### src/rtl/core/rwa_pkg.sv
// Package: shared types, codes and constants for the relocatable word ALU
`default_nettype none
package rwa_pkg;
    localparam int WORD_W = 48;
    localparam int HALF_W = 24;
    localparam int SEG_W = 4;
    localparam int MODE_W = 4;
    localparam int STATUS_W = 2;
    localparam int SHIFT_W = 6;
    localparam int SEGMENT_TAGS_DEF = 16;

    localparam logic [MODE_W-1:0] OP_ADD    = 4'd0;
    localparam logic [MODE_W-1:0] OP_SUB    = 4'd1;
    localparam logic [MODE_W-1:0] OP_AND    = 4'd2;
    localparam logic [MODE_W-1:0] OP_OR     = 4'd3;
    localparam logic [MODE_W-1:0] OP_XOR    = 4'd4;
    localparam logic [MODE_W-1:0] OP_XORNOT = 4'd5;
    localparam logic [MODE_W-1:0] OP_SHL    = 4'd6;
    localparam logic [MODE_W-1:0] OP_SHR    = 4'd7;
    localparam logic [MODE_W-1:0] OP_MUL    = 4'd8;
    localparam logic [MODE_W-1:0] OP_DIV    = 4'd9;
    localparam logic [MODE_W-1:0] OP_MOD    = 4'd10;

    localparam logic [STATUS_W-1:0] ST_OK      = 2'd0;
    localparam logic [STATUS_W-1:0] ST_COMPLEX = 2'd1;
    localparam logic [STATUS_W-1:0] ST_DIVZERO = 2'd2;

    // Result kind carried down the pipe
    typedef enum logic [1:0] {
        K_LOGIC = 2'd0,
        K_MUL   = 2'd1,
        K_DIV   = 2'd2,
        K_MOD   = 2'd3
    } kind_t;

    typedef struct packed {
        kind_t                kind;
        logic [WORD_W-1:0]    val;
        logic [SEG_W-1:0]     seg;
        logic [STATUS_W-1:0]  status;
    } ctl_t;
endpackage
`default_nettype wire

### src/rtl/core/rwa_divpipe.sv
// Pipelined 24-bit restoring divider, STEP quotient bits per stage
`default_nettype none
module rwa_divpipe #(
    parameter int STAGES = 6
) (
    input  wire logic                       clk,
    input  wire logic                       adv,
    input  wire logic [rwa_pkg::HALF_W-1:0] num,
    input  wire logic [rwa_pkg::HALF_W-1:0] den,
    output logic      [rwa_pkg::HALF_W-1:0] quo,
    output logic      [rwa_pkg::HALF_W-1:0] rem
);
    import rwa_pkg::*;
    localparam int STEP = HALF_W / STAGES;

    logic [HALF_W-1:0] q_reg [1:STAGES];
    logic [HALF_W-1:0] r_reg [1:STAGES];
    logic [HALF_W-1:0] d_reg [1:STAGES-1];

    for (genvar s = 0; s < STAGES; s++)
    begin : g_st
        logic [HALF_W-1:0] q_in, r_in, d_in;
        logic [HALF_W-1:0] q_next, r_next;
        logic [HALF_W:0] t;

        if (s == 0)
        begin : g_first
            assign q_in = num;
            assign r_in = '0;
            assign d_in = den;
        end
        else
        begin : g_rest
            assign q_in = q_reg[s];
            assign r_in = r_reg[s];
            assign d_in = d_reg[s];
        end

        always_comb
        begin
            q_next = q_in;
            r_next = r_in;
            t = '0;
            for (int i = 0; i < STEP; i++)
            begin
                t = {r_next, q_next[HALF_W-1]};
                q_next = {q_next[HALF_W-2:0], 1'b0};
                if (t >= {1'b0, d_in})
                begin
                    t = t - {1'b0, d_in};
                    q_next[0] = 1'b1;
                end
                r_next = t[HALF_W-1:0];
            end
        end

        always_ff @(posedge clk)
        begin
            if (adv)
            begin
                q_reg[s+1] <= q_next;
                r_reg[s+1] <= r_next;
            end
        end

        // the last stage has no use for the divisor
        if (s < STAGES - 1)
        begin : g_den
            always_ff @(posedge clk)
            begin
                if (adv)
                    d_reg[s+1] <= d_in;
            end
        end
    end

    assign quo = q_reg[STAGES];
    assign rem = r_reg[STAGES];
endmodule
`default_nettype wire

### config.mk
export PLATFORM = sky130hd
export DESIGN_NAME = rwa_divpipe
export DESIGN_NICKNAME = d
export VERILOG_FILES = /design/src/rtl/core/rwa_pkg.sv /design/src/rtl/core/rwa_divpipe.sv
export SDC_FILE = /design/constraint.sdc
export NUM_CORES = 2
export LEC_CHECK = 0
export ABC_AREA = 1
export BUFFER_PORTS_ARGS = -buffer_cell sky130_fd_sc_hd__buf_2
export CAP_MARGIN = 20
export CORE_ASPECT_RATIO = 0.75
export CORE_MARGIN = 2
export CORE_UTILIZATION = 35
export CTS_BUF_LIST = sky130_fd_sc_hd__clkbuf_4 sky130_fd_sc_hd__clkbuf_8
export CTS_CLUSTER_SIZE = 12
export DETAILED_ROUTE_END_ITERATION = 12
export PLACE_DENSITY_LB_ADDON = 0.12
export SLEW_MARGIN = 10
export SYNTH_ARGS = -nofsm -noshare
export SYNTH_HDL_FRONTEND = slang
export SYNTH_SLANG_ARGS = --single-unit
### constraint.sdc
create_clock -name clk -period 8.65 [get_ports clk]
set_input_delay 1.2975 -clock clk [delete_from_list [all_inputs] [get_ports clk]]
set_output_delay 1.2975 -clock clk [all_outputs]
set_load 0.01 [all_outputs]
## Word level (Yosys, flattened, before mapping)

Memory sizes are Yosys's and may differ from the RTL's.
Index checks and enable logic that the tools add are counted.

| storage, ports and cells | value |
|---|---|
| flip-flop bits (word level) | 0 |
| RAM bits | 408 |
| bits of input ports | 50 |
| output and inout port bits | 48 |
| word-level logic and storage cells | 101 |
| memories | 3 |

| operators by class | value |
|---|---|
| $add $sub $neg | 24 |
| magnitude comparators | 24 |
| mux-type cells | 50 |

Memory list:

| memory | words | width | rd ports | clocked after Yosys merged registers in | wr ports | line | RTL |
|---|---|---|---|---|---|---|---|
| q_reg | 6 | 24 | 6 | 0 | 6 | rwa_divpipe.sv:16 | `logic [HALF_W-1:0] q_reg [1:STAGES];` |
| r_reg | 6 | 24 | 6 | 0 | 6 | rwa_divpipe.sv:17 | `logic [HALF_W-1:0] r_reg [1:STAGES];` |
| d_reg | 5 | 24 | 5 | 0 | 5 | rwa_divpipe.sv:18 | `logic [HALF_W-1:0] d_reg [1:STAGES-1];` |

Operators with widths:

| cell | number |
|---|---|
| $mux W24 | 24 |
| $ge A25 B24 Y1 | 23 |
| $sub A24 B24 Y24 | 23 |
| $mux W1 | 26 |
| $ge A1 B24 Y1 | 1 |
| $sub A1 B24 Y24 | 1 |

## Longest topological paths before layout

An unclocked memory read counts as a cell.

| depth | value |
|---|---|
| depth in word-level cells | 9 |
| gate-level depth with buffers | 61 |
| gate-level depth less buffers | 56 |

## Worst setup path after synthesis

No wires, ideal clock.

| timing path | value |
|---|---|
| path kind | input -> register |
| start point | input port num[23] (netlist name) |
| end point | register, netlist name r_reg[0][44] |
| library setup time | 252 ps |
| data arrival time | 7964 ps |
| data required time | 8398 ps |
| slack | 434 ps |
| stages | 56 |
| path buffers | 3 |
| path through | inv_1 -> ha_1 -> inv_1 -> ha_1 -> nand2_1 -> nor3_1 -> nand2_1 -> nor2_1 -> inv_1 -> nor2_1 -> nand3_1 -> inv_1 -> nand2_1 -> nor3_1 -> nand3_1 -> nand2_1 -> inv_1 -> ha_1 -> (+20 left out) -> buf_4 -> nand2_1 -> nand2_1 -> inv_1 -> ha_1 -> nand2_1 -> nor2_1 -> nand2_1 -> nand2_1 -> a21oi_1 -> o21ai_0 -> a21boi_0 -> o21ai_0 -> nand2_1 -> nand2_1 -> nand2_1 -> nand3_1 -> nand2_1 |

RTL lines:

| what | line | RTL |
|---|---|---|
| start, declared | rwa_divpipe.sv:8 | `input wire logic [rwa_pkg::HALF_W-1:0] num,` |

==> results_dict.tcl <==
set metrics [dict create \
    min_period_ns 8.32 \
    max_slew.worst_pin.slew_ns 0.969 \
    dieArea_mm2 0.147 \
    yosys.area.top_type_share_pct 24.2 \
    final_common_cell "nand2_1" \
    required_ns 9.18 \
    synth_edf_count 408 \
    syn_to_final_growth_pct 39.0 \
    drt_wl_total_um 206000 \
    fmaxAchievable_mhz 120 \
    grt_overflow 0 \
    use_met3_pct 3.22 \
    critPathArrivalTime_ns 8.85 \
    rrSetupSlack_ns 0.33 \
    ys_types 68 \
    cts_hold_buf 0 \
    via_per_inst 5.02 \
    holdCritPathClass "register to register" \
    end_kind "register" \
    cts_tree "built" \
    dp_hpwl_um 170000 \
    relSlewSlack_pct 35.4 \
    antenna_found_initial 4 \
    cpMaxStageDelayCell "edfxtp_1" \
    ys.flop_type "edfxtp_1" \
    drive_gt1_share_pct 27.3 \
    hold_viol 0 \
    syn_area_mm2 0.0505 \
    clk_pin_slew_ns 0.06 \
    antenna_left 0 \
    grtUsageMet1_pct 39.6 \
    fin_nets 9891 \
    ios 98 \
    num_rows 120 \
    slew_violations 0 \
    cts.sinks 408 \
    core-area_mm2 0.143 \
    io_buffer_count 97 \
    post-place-cells 11000 \
    fin_hold_ws_ns 0.395 \
    h-tree-depth 3 \
    numCtsBuffers 77 \
    die_w_um 443 \
    clock_skew_ns 0.0369 \
    cts.path.max_buffers 3 \
    grt_pass1_wl_um 306000 \
    drtIter0Drc 4593 \
    top_usage_layer "met2" \
    layout_common_cells "2310 x nand2_1, 1692 x buf_4, 831 x inv_1" \
    routedWlPerCell_um 18.3 \
    status "finished clean" \
    cts_root_buf "clkbuf_8" \
    synth.avg_cell_area_um2 6.79 \
    grt_pass1_vias 52300 \
    synthTopCellsByArea "edfxtp_1 24%, nand2_1 18%, ha_1 14%" \
    gp_congestion 0.955 \
    crit_fanout 9 \
    initial_core_util_pct 35.3 \
    fillCellCount 14700 \
    critPathLaunchType "register" \
    worst-setup-path-type "register to register" \
    globalRouteTotalUtil_pct 26.6 \
    finalSetupViolCount 0 \
    maxCapViolations 0 \
    clk_latency_ns 0.81 \
    layout.cells.non_filler 11200 \
    syn_inst 7443 \
    die_y_um 333 \
    synth_async_sr_flop_share_pct 0 \
    timing.setup.tns_ns 0 \
    yosysWarnings 0 \
    drc 0 \
    first_pass_iters 6 \
    cpPeakStageDelay_ns 0.44 \
    synth_largest_area_cell "edfxtp_1" \
    vias 56300 \
    grt_use_met2_pct 40.7 \
    grt_max_degree 171 \
    yosys_register_bits 408 \
    synthesis.nets 8070 \
    cp_common_cell "nand2_1" \
    ys_seq_area_share_pct 24.2 \
    fin_crit_sh_pct 96.2 \
]
[routing by layer]
layer	wire length (um)	vias up
li1	-	28600
met1	102000	26000
met2	86300	1567
met3	12400	211
met4	4850	2
met5	13	-
[area by class of cell]
class	instances	area [um2]	share of cell area (%)
Sequential cell	408	12300	17.4
Clock buffer	92	1180	1.69
Inverter	913	3450	4.92
Timing Repair Buffer	1846	14200	20.3
Multi-Input combinational cell	6018	36200	51.6
Clock inverter	48	495	0.706
Antenna cell	6	15.0	0.0214
Tap cell	1891	2370	3.37
[cells in the mapped netlist, types with 23 or more instances]
| library cell | n |
|---|---|
| a21boi_0 | 24 |
| a21o_1 | 55 |
| a21oi_1 | 532 |
| a31oi_1 | 26 |
| buf_2 | 46 |
| buf_4 | 31 |
| edfxtp_1 | 408 |
| fa_1 | 23 |
| ha_1 | 554 |
| inv_1 | 884 |
| inv_2 | 27 |
| nand2_1 | 2361 |
| nand3_1 | 552 |
| nand4_1 | 120 |
| nor2_1 | 489 |
| nor2_2 | 23 |
| nor3_1 | 85 |
| nor4_1 | 43 |
| o21ai_0 | 366 |
| o21ai_1 | 45 |
| o21bai_1 | 34 |
| or2_2 | 26 |
| xnor2_1 | 191 |
| xor2_1 | 252 |
[worst paths after layout]
path	from	endpoint	depth (start not counted)
worst max-delay path	r_reg[0][79]$_DFFE_PP_	r_reg[0][112]$_DFFE_PP_	52
worst min-delay path	q_reg[0][63]$_DFFE_PP_	q_reg[0][91]$_DFFE_PP_	0
worst max register to register	r_reg[0][79]$_DFFE_PP_	r_reg[0][112]$_DFFE_PP_	52
worst min register to register	q_reg[0][63]$_DFFE_PP_	q_reg[0][91]$_DFFE_PP_	0
[cells by family (layout without fill, tap and decap cells)]
group / count (synthesis) / in the layout / synth area share [%]
and+or+nand+nor: 3808 / 3818 / 32.2
AOI/OAI and AO/OA: 1180 / 1180 / 13.0
buffers and inverters: 1027 / 2899 / 8.25
adders and majority gates: 577 / 577 / 14.6
xor gates and xnor gates: 443 / 443 / 7.68
DFF: 408 / 408 / 24.2
other: 0 / 6 / 0
[stage by stage]
stage          cell area [um2]  utilization (%)  setup slack [ns]
5_1_grt                  70200             49.1            -0.111
3_3_place_gp             65400             45.7            -0.371
6_report                 70200             49.1             0.331
2_1_floorplan            50500                -             0.434
3_5_place_dp             65400             45.7            -0.326
4_1_cts                  67200             47.0           0.00984
[critical path, delay by kind of cell, from the launching register on]
kind,cells,cell delay [ns]
AND/OR/NAND/NOR,29,3.39
AO/OA/AOI/OAI,7,1.31
flip-flops,1,0.44
adder cells (fa/ha/maj),4,1.37
buffers and inverters,12,1.52
[repair_timing]
item / in CTS / in global routing
cloned: 3 / 16
pin swaps: 5 / 73
gates resized for setup: 15 / 527
setup endpoints to repair: 97 / 150
buffers inserted: 4 / 86
Power is not shown: default switching activity piles up to over one toggle a cycle in this logic, so the estimate is an artifact.
