**src/rtl/core/rwa_pkg.sv**
```systemverilog
// Package: shared types, codes and constants for the relocatable word ALU
`default_nettype none
package rwa_pkg;
    localparam int WORD_W = 48;
    localparam int HALF_W = 24;
    localparam int SEG_W = 4;
    localparam int MODE_W = 4;
    localparam int STATUS_W = 2;
    localparam int SHIFT_W = 6;
    localparam int SEGMENT_TAGS_DEF = 16;

    localparam logic [MODE_W-1:0] OP_ADD    = 4'd0;
    localparam logic [MODE_W-1:0] OP_SUB    = 4'd1;
    localparam logic [MODE_W-1:0] OP_AND    = 4'd2;
    localparam logic [MODE_W-1:0] OP_OR     = 4'd3;
    localparam logic [MODE_W-1:0] OP_XOR    = 4'd4;
    localparam logic [MODE_W-1:0] OP_XORNOT = 4'd5;
    localparam logic [MODE_W-1:0] OP_SHL    = 4'd6;
    localparam logic [MODE_W-1:0] OP_SHR    = 4'd7;
    localparam logic [MODE_W-1:0] OP_MUL    = 4'd8;
    localparam logic [MODE_W-1:0] OP_DIV    = 4'd9;
    localparam logic [MODE_W-1:0] OP_MOD    = 4'd10;

    localparam logic [STATUS_W-1:0] ST_OK      = 2'd0;
    localparam logic [STATUS_W-1:0] ST_COMPLEX = 2'd1;
    localparam logic [STATUS_W-1:0] ST_DIVZERO = 2'd2;

    // Result kind carried down the pipe
    typedef enum logic [1:0] {
        K_LOGIC = 2'd0,
        K_MUL   = 2'd1,
        K_DIV   = 2'd2,
        K_MOD   = 2'd3
    } kind_t;

    typedef struct packed {
        kind_t                kind;
        logic [WORD_W-1:0]    val;
        logic [SEG_W-1:0]     seg;
        logic [STATUS_W-1:0]  status;
    } ctl_t;
endpackage
`default_nettype wire

```
**src/rtl/core/rwa_decode.sv**
```systemverilog
// Decode stage: relocation checks and the add, subtract, logic and shift operations
`default_nettype none
module rwa_decode #(
    parameter int SEGMENT_TAGS = rwa_pkg::SEGMENT_TAGS_DEF
) (
    input  wire logic [rwa_pkg::MODE_W-1:0] mode,
    input  wire logic [rwa_pkg::WORD_W-1:0] a,
    input  wire logic [rwa_pkg::SEG_W-1:0]  sa_raw,
    input  wire logic [rwa_pkg::WORD_W-1:0] b,
    input  wire logic [rwa_pkg::SEG_W-1:0]  sb_raw,
    output rwa_pkg::ctl_t                   ctl
);
    import rwa_pkg::*;

    logic [SEG_W-1:0] tag_tab [1 << SEG_W];
    logic [SEG_W-1:0] sa, sb;
    logic [SHIFT_W-1:0] sh;
    logic bz;

    // tag reduction as a constant lookup over every raw tag
    for (genvar i = 0; i < (1 << SEG_W); i++)
    begin : g_tag
        assign tag_tab[i] = SEG_W'(i % SEGMENT_TAGS);
    end

    always_comb
    begin
        sa = tag_tab[sa_raw];
        sb = tag_tab[sb_raw];
        sh = b[SHIFT_W-1:0];
        bz = (b[HALF_W-1:0] == '0);
        ctl.kind = K_LOGIC;
        ctl.val = '0;
        ctl.seg = '0;
        ctl.status = ST_OK;
        if (mode == OP_ADD)
        begin
            if (sa != '0 && sb != '0)
                ctl.status = ST_COMPLEX;
            else
            begin
                ctl.seg = (sa == '0) ? sb : sa;
                ctl.val = a + b;
            end
        end
        else if (mode == OP_SUB)
        begin
            if (sb != '0)
                ctl.status = ST_COMPLEX;
            else
            begin
                ctl.seg = sa;
                ctl.val = a - b;
            end
        end
        else if (sa != '0 || sb != '0)
            ctl.status = ST_COMPLEX;
        else
        begin
            case (mode)
                OP_AND:    ctl.val = a & b;
                OP_OR:     ctl.val = a | b;
                OP_XOR:    ctl.val = a ^ b;
                OP_XORNOT: ctl.val = a ^ ~b;
                OP_SHL:    ctl.val = a << sh;
                OP_SHR:    ctl.val = a >> sh;
                OP_MUL:    ctl.kind = K_MUL;
                OP_DIV:
                begin
                    if (bz) ctl.status = ST_DIVZERO;
                    else ctl.kind = K_DIV;
                end
                OP_MOD:
                begin
                    if (bz) ctl.status = ST_DIVZERO;
                    else ctl.kind = K_MOD;
                end
                default:   ctl.val = a;
            endcase
        end
    end
endmodule
`default_nettype wire

```
**config.mk**
```make
export PLATFORM = sky130hd
export DESIGN_NAME = rwa_decode
export DESIGN_NICKNAME = d
export VERILOG_FILES = /design/src/rtl/core/rwa_pkg.sv /design/src/rtl/core/rwa_decode.sv
export SDC_FILE = /design/constraint.sdc
export NUM_CORES = 1
export LEC_CHECK = 0
export ABC_AREA = 1
export BUFFER_PORTS_ARGS = -buffer_cell sky130_fd_sc_hd__buf_2
export CAP_MARGIN = 15
export CORE_ASPECT_RATIO = 1.2
export CORE_MARGIN = 8
export CORE_UTILIZATION = 50
export DETAILED_ROUTE_END_ITERATION = 8
export GPL_TIMING_DRIVEN = 1
export PLACE_DENSITY = 0.72
export SLEW_MARGIN = 20
export SYNTH_ARGS = -nofsm -noshare
export SYNTH_HDL_FRONTEND = slang
export SYNTH_SLANG_ARGS = --single-unit
```
**constraint.sdc**
```tcl
create_clock -name vclk -period 3.5
set_clock_uncertainty 0.2 [all_clocks]
set_input_delay 0.7 -clock vclk [all_inputs]
set_output_delay 0.7 -clock vclk [all_outputs]
set_load 0.005 [all_outputs]
```
==> results.md, run 1 <==
* Yosys top cell by area: nand2_1
* Cell Rows at 74
* First Err: [ERROR GRT-0232] Routing congestion too high. Check the congestion heatmap in the GUI.
* CTS Hold Buffers Added at 0
* Setup WS pre-CTS at -0.522 ns
* Mapped Avg Cell Area at 4.87 sq um
* Mapped Area at 16900 sq um
* Most frequent cells after synthesis: nand2_1, nand3_1, inv_1
* Gpl congestion at 1.18
* Cell Area, Placed at 23800 sq um
* Synth area leaders: nand2_1, nand3_1, ha_1, inv_1, a21oi_1
* Largest net degree at the start of global routing at 65
* Unique masters post-synth at 53
* DP HPWL at 86100 um
* Worst_ep grt: ctl[14]
* Synth top area share at 22.5%
* Die W at 184 um
* Worst endpoint kind after the last repair: top-level output
* # IOs at 164
* Chip height at 218 um
* Congestion Overflow GR at 1504
* Post-Syn Instances at 3475
* Tot GR Track Use at 91.8%
* Outcome: did not finish
* Starting Density at 50.2%
* Synth warnings at 0
* Post-synth net total at 3729
* Seq/Total Area, Yosys at 0%
* Port Buffer Count at 164
* Cell with the most instances after synthesis: nand2_1
* Stop stage: 5_1_grt
metal layers:
| metal | overflow | GRT usage [%] |
|---|---|---|
| met1 | 43 | 86.9 |
| met2 | 969 | 107 |
| met3 | 50 | 80.5 |
| met4 | 432 | 98.1 |
| met5 | 10 | 60.7 |
logic make-up after synthesis:
| group | Yosys count | share of synthesized area, % |
|---|---|---|
| AOI/OAI and AO/OA | 618 | 19.6 |
| adders and majority gates | 146 | 10.9 |
| and+or+nand+nor | 2099 | 53.6 |
| buffers and inverters | 565 | 13.5 |
| xor gates and xnor gates | 47 | 2.43 |
metrics by stage:
stage               instances  util, %  TNS (ns)
floorplan                3475        -         0
global placement         4700     70.5    -13.90
detailed placement       4700     70.5    -14.41
CTS                      4730     77.8    -0.959
what timing repair did:
| item | CTS |
|---|---|
| pin swaps | 120 |
| setup buffers | 24 |
| setup endpoints to repair | 48 |
| gates resized for setup | 639 |
| cloned | 6 |
==> run 2: changes to the inputs <==
--- a/config.mk
+++ b/config.mk
@@ -8,12 +8,11 @@
 export ABC_AREA = 1
 export BUFFER_PORTS_ARGS = -buffer_cell sky130_fd_sc_hd__buf_2
 export CAP_MARGIN = 15
-export CORE_ASPECT_RATIO = 1.2
 export CORE_MARGIN = 8
-export CORE_UTILIZATION = 50
+export CORE_UTILIZATION = 35
 export DETAILED_ROUTE_END_ITERATION = 8
 export GPL_TIMING_DRIVEN = 1
-export PLACE_DENSITY = 0.72
+export PLACE_DENSITY_LB_ADDON = 0.15
 export SLEW_MARGIN = 20
 export SYNTH_ARGS = -nofsm -noshare
 export SYNTH_HDL_FRONTEND = slang
==> constraint.sdc (replaced) <==
create_clock -name vclk -period 4.55
set_clock_uncertainty 0.2 [all_clocks]
set_input_delay 0.91 -clock vclk [all_inputs]
set_output_delay 0.91 -clock vclk [all_outputs]
set_load 0.005 [all_outputs]
==> run 2 against run 1 <==
Effect of this change:
- the run now ends clean
- synthesized cell count is the same
- area after synthesis is the same
==> results.md, run 2 <==
* Outcome: complete, no violations (was did not finish)
* Layout net count at 4052
* Mapped Area at 16900 sq um (unchanged)
* Max Clk Rate at 0.220 GHz
* Synth warnings at 0 (unchanged)
* Tot GR Track Use at 36.6%
* Worst Max-Slew Pin Slew at 0.675 ns
* Yosys top cell by area: nand2_1 (unchanged)
* Hold WS at 2.01 ns
* Seq/Total Area, Yosys at 0% (unchanged)
* Relative slew margins at 55.0%
* Number of clock buffers in the layout at 0
* Worst Hold Endpoint: ctl[5]
* Most frequent cells in the layout: nand2_1, nand3_1, inv_1, buf_4, a21oi_1
* Most frequent cells after synthesis: nand2_1, nand3_1, inv_1 (unchanged)
* Cell with the most instances after synthesis: nand2_1 (unchanged)
* Period utilization at 99.7%
* CP startpoint kind: primary input
* Final Cell Area at 20600 sq um
* Hold path depth at 4
* Area Growth Syn to Fin at 21.7%
* Core area at 47700 sq um
* First-pass GRT wire length at 155000 um
* Port Buffer Count at 164 (unchanged)
* Type of the most critical hold path: primary input to primary output
* # IOs at 164 (unchanged)
* DRT Pass-1 Iters at 7
* Register area at 0 sq um
* Gpl congestion at 1.04 (was 1.18)
* Final setup viols at 0
* Initial antenna violation count at 0
* Vias per cell at 5.82
* Synth area leaders: nand2_1, nand3_1, ha_1, inv_1, a21oi_1 (unchanged)
* DP HPWL at 91300 um (was 86100 um)
* Die ar. at 55700 sq um
* DR WL met3 at 10800 um
* CP Cell Sequence: buf_2 -> inv_1 -> ha_1 -> buf_12 -> inv_1 -> o21ai_0 -> a31oi_2 -> o21ai_0 -> buf_4 -> nor2_1 -> nand3_1 -> a21oi_1 -> o21ai_0 -> nand2_1 -> buf_2
* Post-Syn Instances at 3475 (unchanged)
* CTS Hold Buffers Added at 0 (unchanged)
* Via count at 25700
* CP Max Fanout at 10
* Seq cells at 0
* Worst Hold Launch: sa_raw[3]
* Final Max Slew Viols at 0
* Mapped Avg Cell Area at 4.87 sq um (unchanged)
* Period minus WS final at 4.54 ns
* Drc violations at 0
* Largest net degree at the start of global routing at 89
* Chip height at 236 um (was 218 um)
* Final hold violation count at 0
* Unique masters post-synth at 53 (unchanged)
* Routed WL at 108000 um
* 1st-iter DRT viols at 3797
* Commonest non-fill, non-tap cell in the layout: nand2_1
* Congestion Overflow GR at 0
* Vias in the first global route at 23700
* Post-synth net total at 3729 (unchanged)
* Die W at 236 um (was 184 um)
* Max-Cap Viols at 0
* Req. time, crit path at 3.44 ns
* Cell Rows at 80 (was 74)
* Per-cell routed wire length at 24.5 um
* Arrival @ worst endpoint at 3.43 ns
* Max layer used: met4
* Cell Area, Placed at 20400 sq um (was 23800 sq um)
* Critical path's most frequent cell: o21ai_0
* Met1 wire length at 46200 um
* Starting Density at 35.5% (was 50.2%)
* Routed wl met2 at 44900 um
* CP peak stage delay at 0.51 ns
* Final ANT Viol Nets at 0
* Synth top area share at 22.5% (unchanged)
* Max stage delay cell, worst path: o21ai_0
* CP Class: primary input to primary output
* Layout cells sized above 1 at 15.6%
* CP endpoint kind: primary output
[run 2: cell counts after synthesis]
No cell type changed its count.
[run 2: metrics by stage]
step	util [%]	TNS, ns	instances	setup slack (ns)
2_1_floorplan	-	0	3475	0.300
3_3_place_gp	42.8	-0.0468	4409	-0.0468
3_5_place_dp	42.8	0	4409	0.0168
4_1_cts	42.8	0	4409	0.00421
5_1_grt	43.2	-0.00310	4411	-0.00310
6_report	43.2	0	4412	0.0122
[run 2: worst max-delay path by stage]
stage	startpoint	endpoint	slack (ns)
floorplan	b[4]	ctl[32]	0.30
finish	a[28]	ctl[39]	0.01
global route	b[25]	ctl[48]	-0.003
CTS	a[33]	ctl[48]	0.004
global placement	a[32]	ctl[45]	-0.05
detailed placement	a[32]	ctl[45]	0.02
[run 2: logic make-up after synthesis]
group | share of synthesized area, %
fa+ha+maj | 10.9
compound gates | 19.6
buf+inv | 13.5
xor+xnor | 2.43
simple gates | 53.6
[run 2: timing repair]
action / in CTS / in global routing
endpoints found under the setup margin: 0 / 28
buffers inserted: 0 / 2
resized for setup: 0 / 51
[run 2: worst max-delay path: cells and delay by family]
family          cells  cell delay (ns)
buf+inv             6             0.73
fa+ha+maj           1             0.34
compound gates      5             1.21
simple gates        3             0.23
[run 2: per-layer routing]
metal | up-vias | global-route usage, %
met5 | - | 0
li1 | 12200 | -
met2 | 1649 | 55.9
met4 | 0 | 16.2
met3 | 226 | 5.33
met1 | 11600 | 50.4
[run 2: final cells by class]
type | count | area [sq um]
Inverter | 385 | 1450
Timing Repair Buffer | 501 | 3580
Tap cell | 615 | 769
Multi-Input combinational cell | 2910 | 14800
Antenna cell | 1 | 2.50
Fill cell | 5762 | 27100
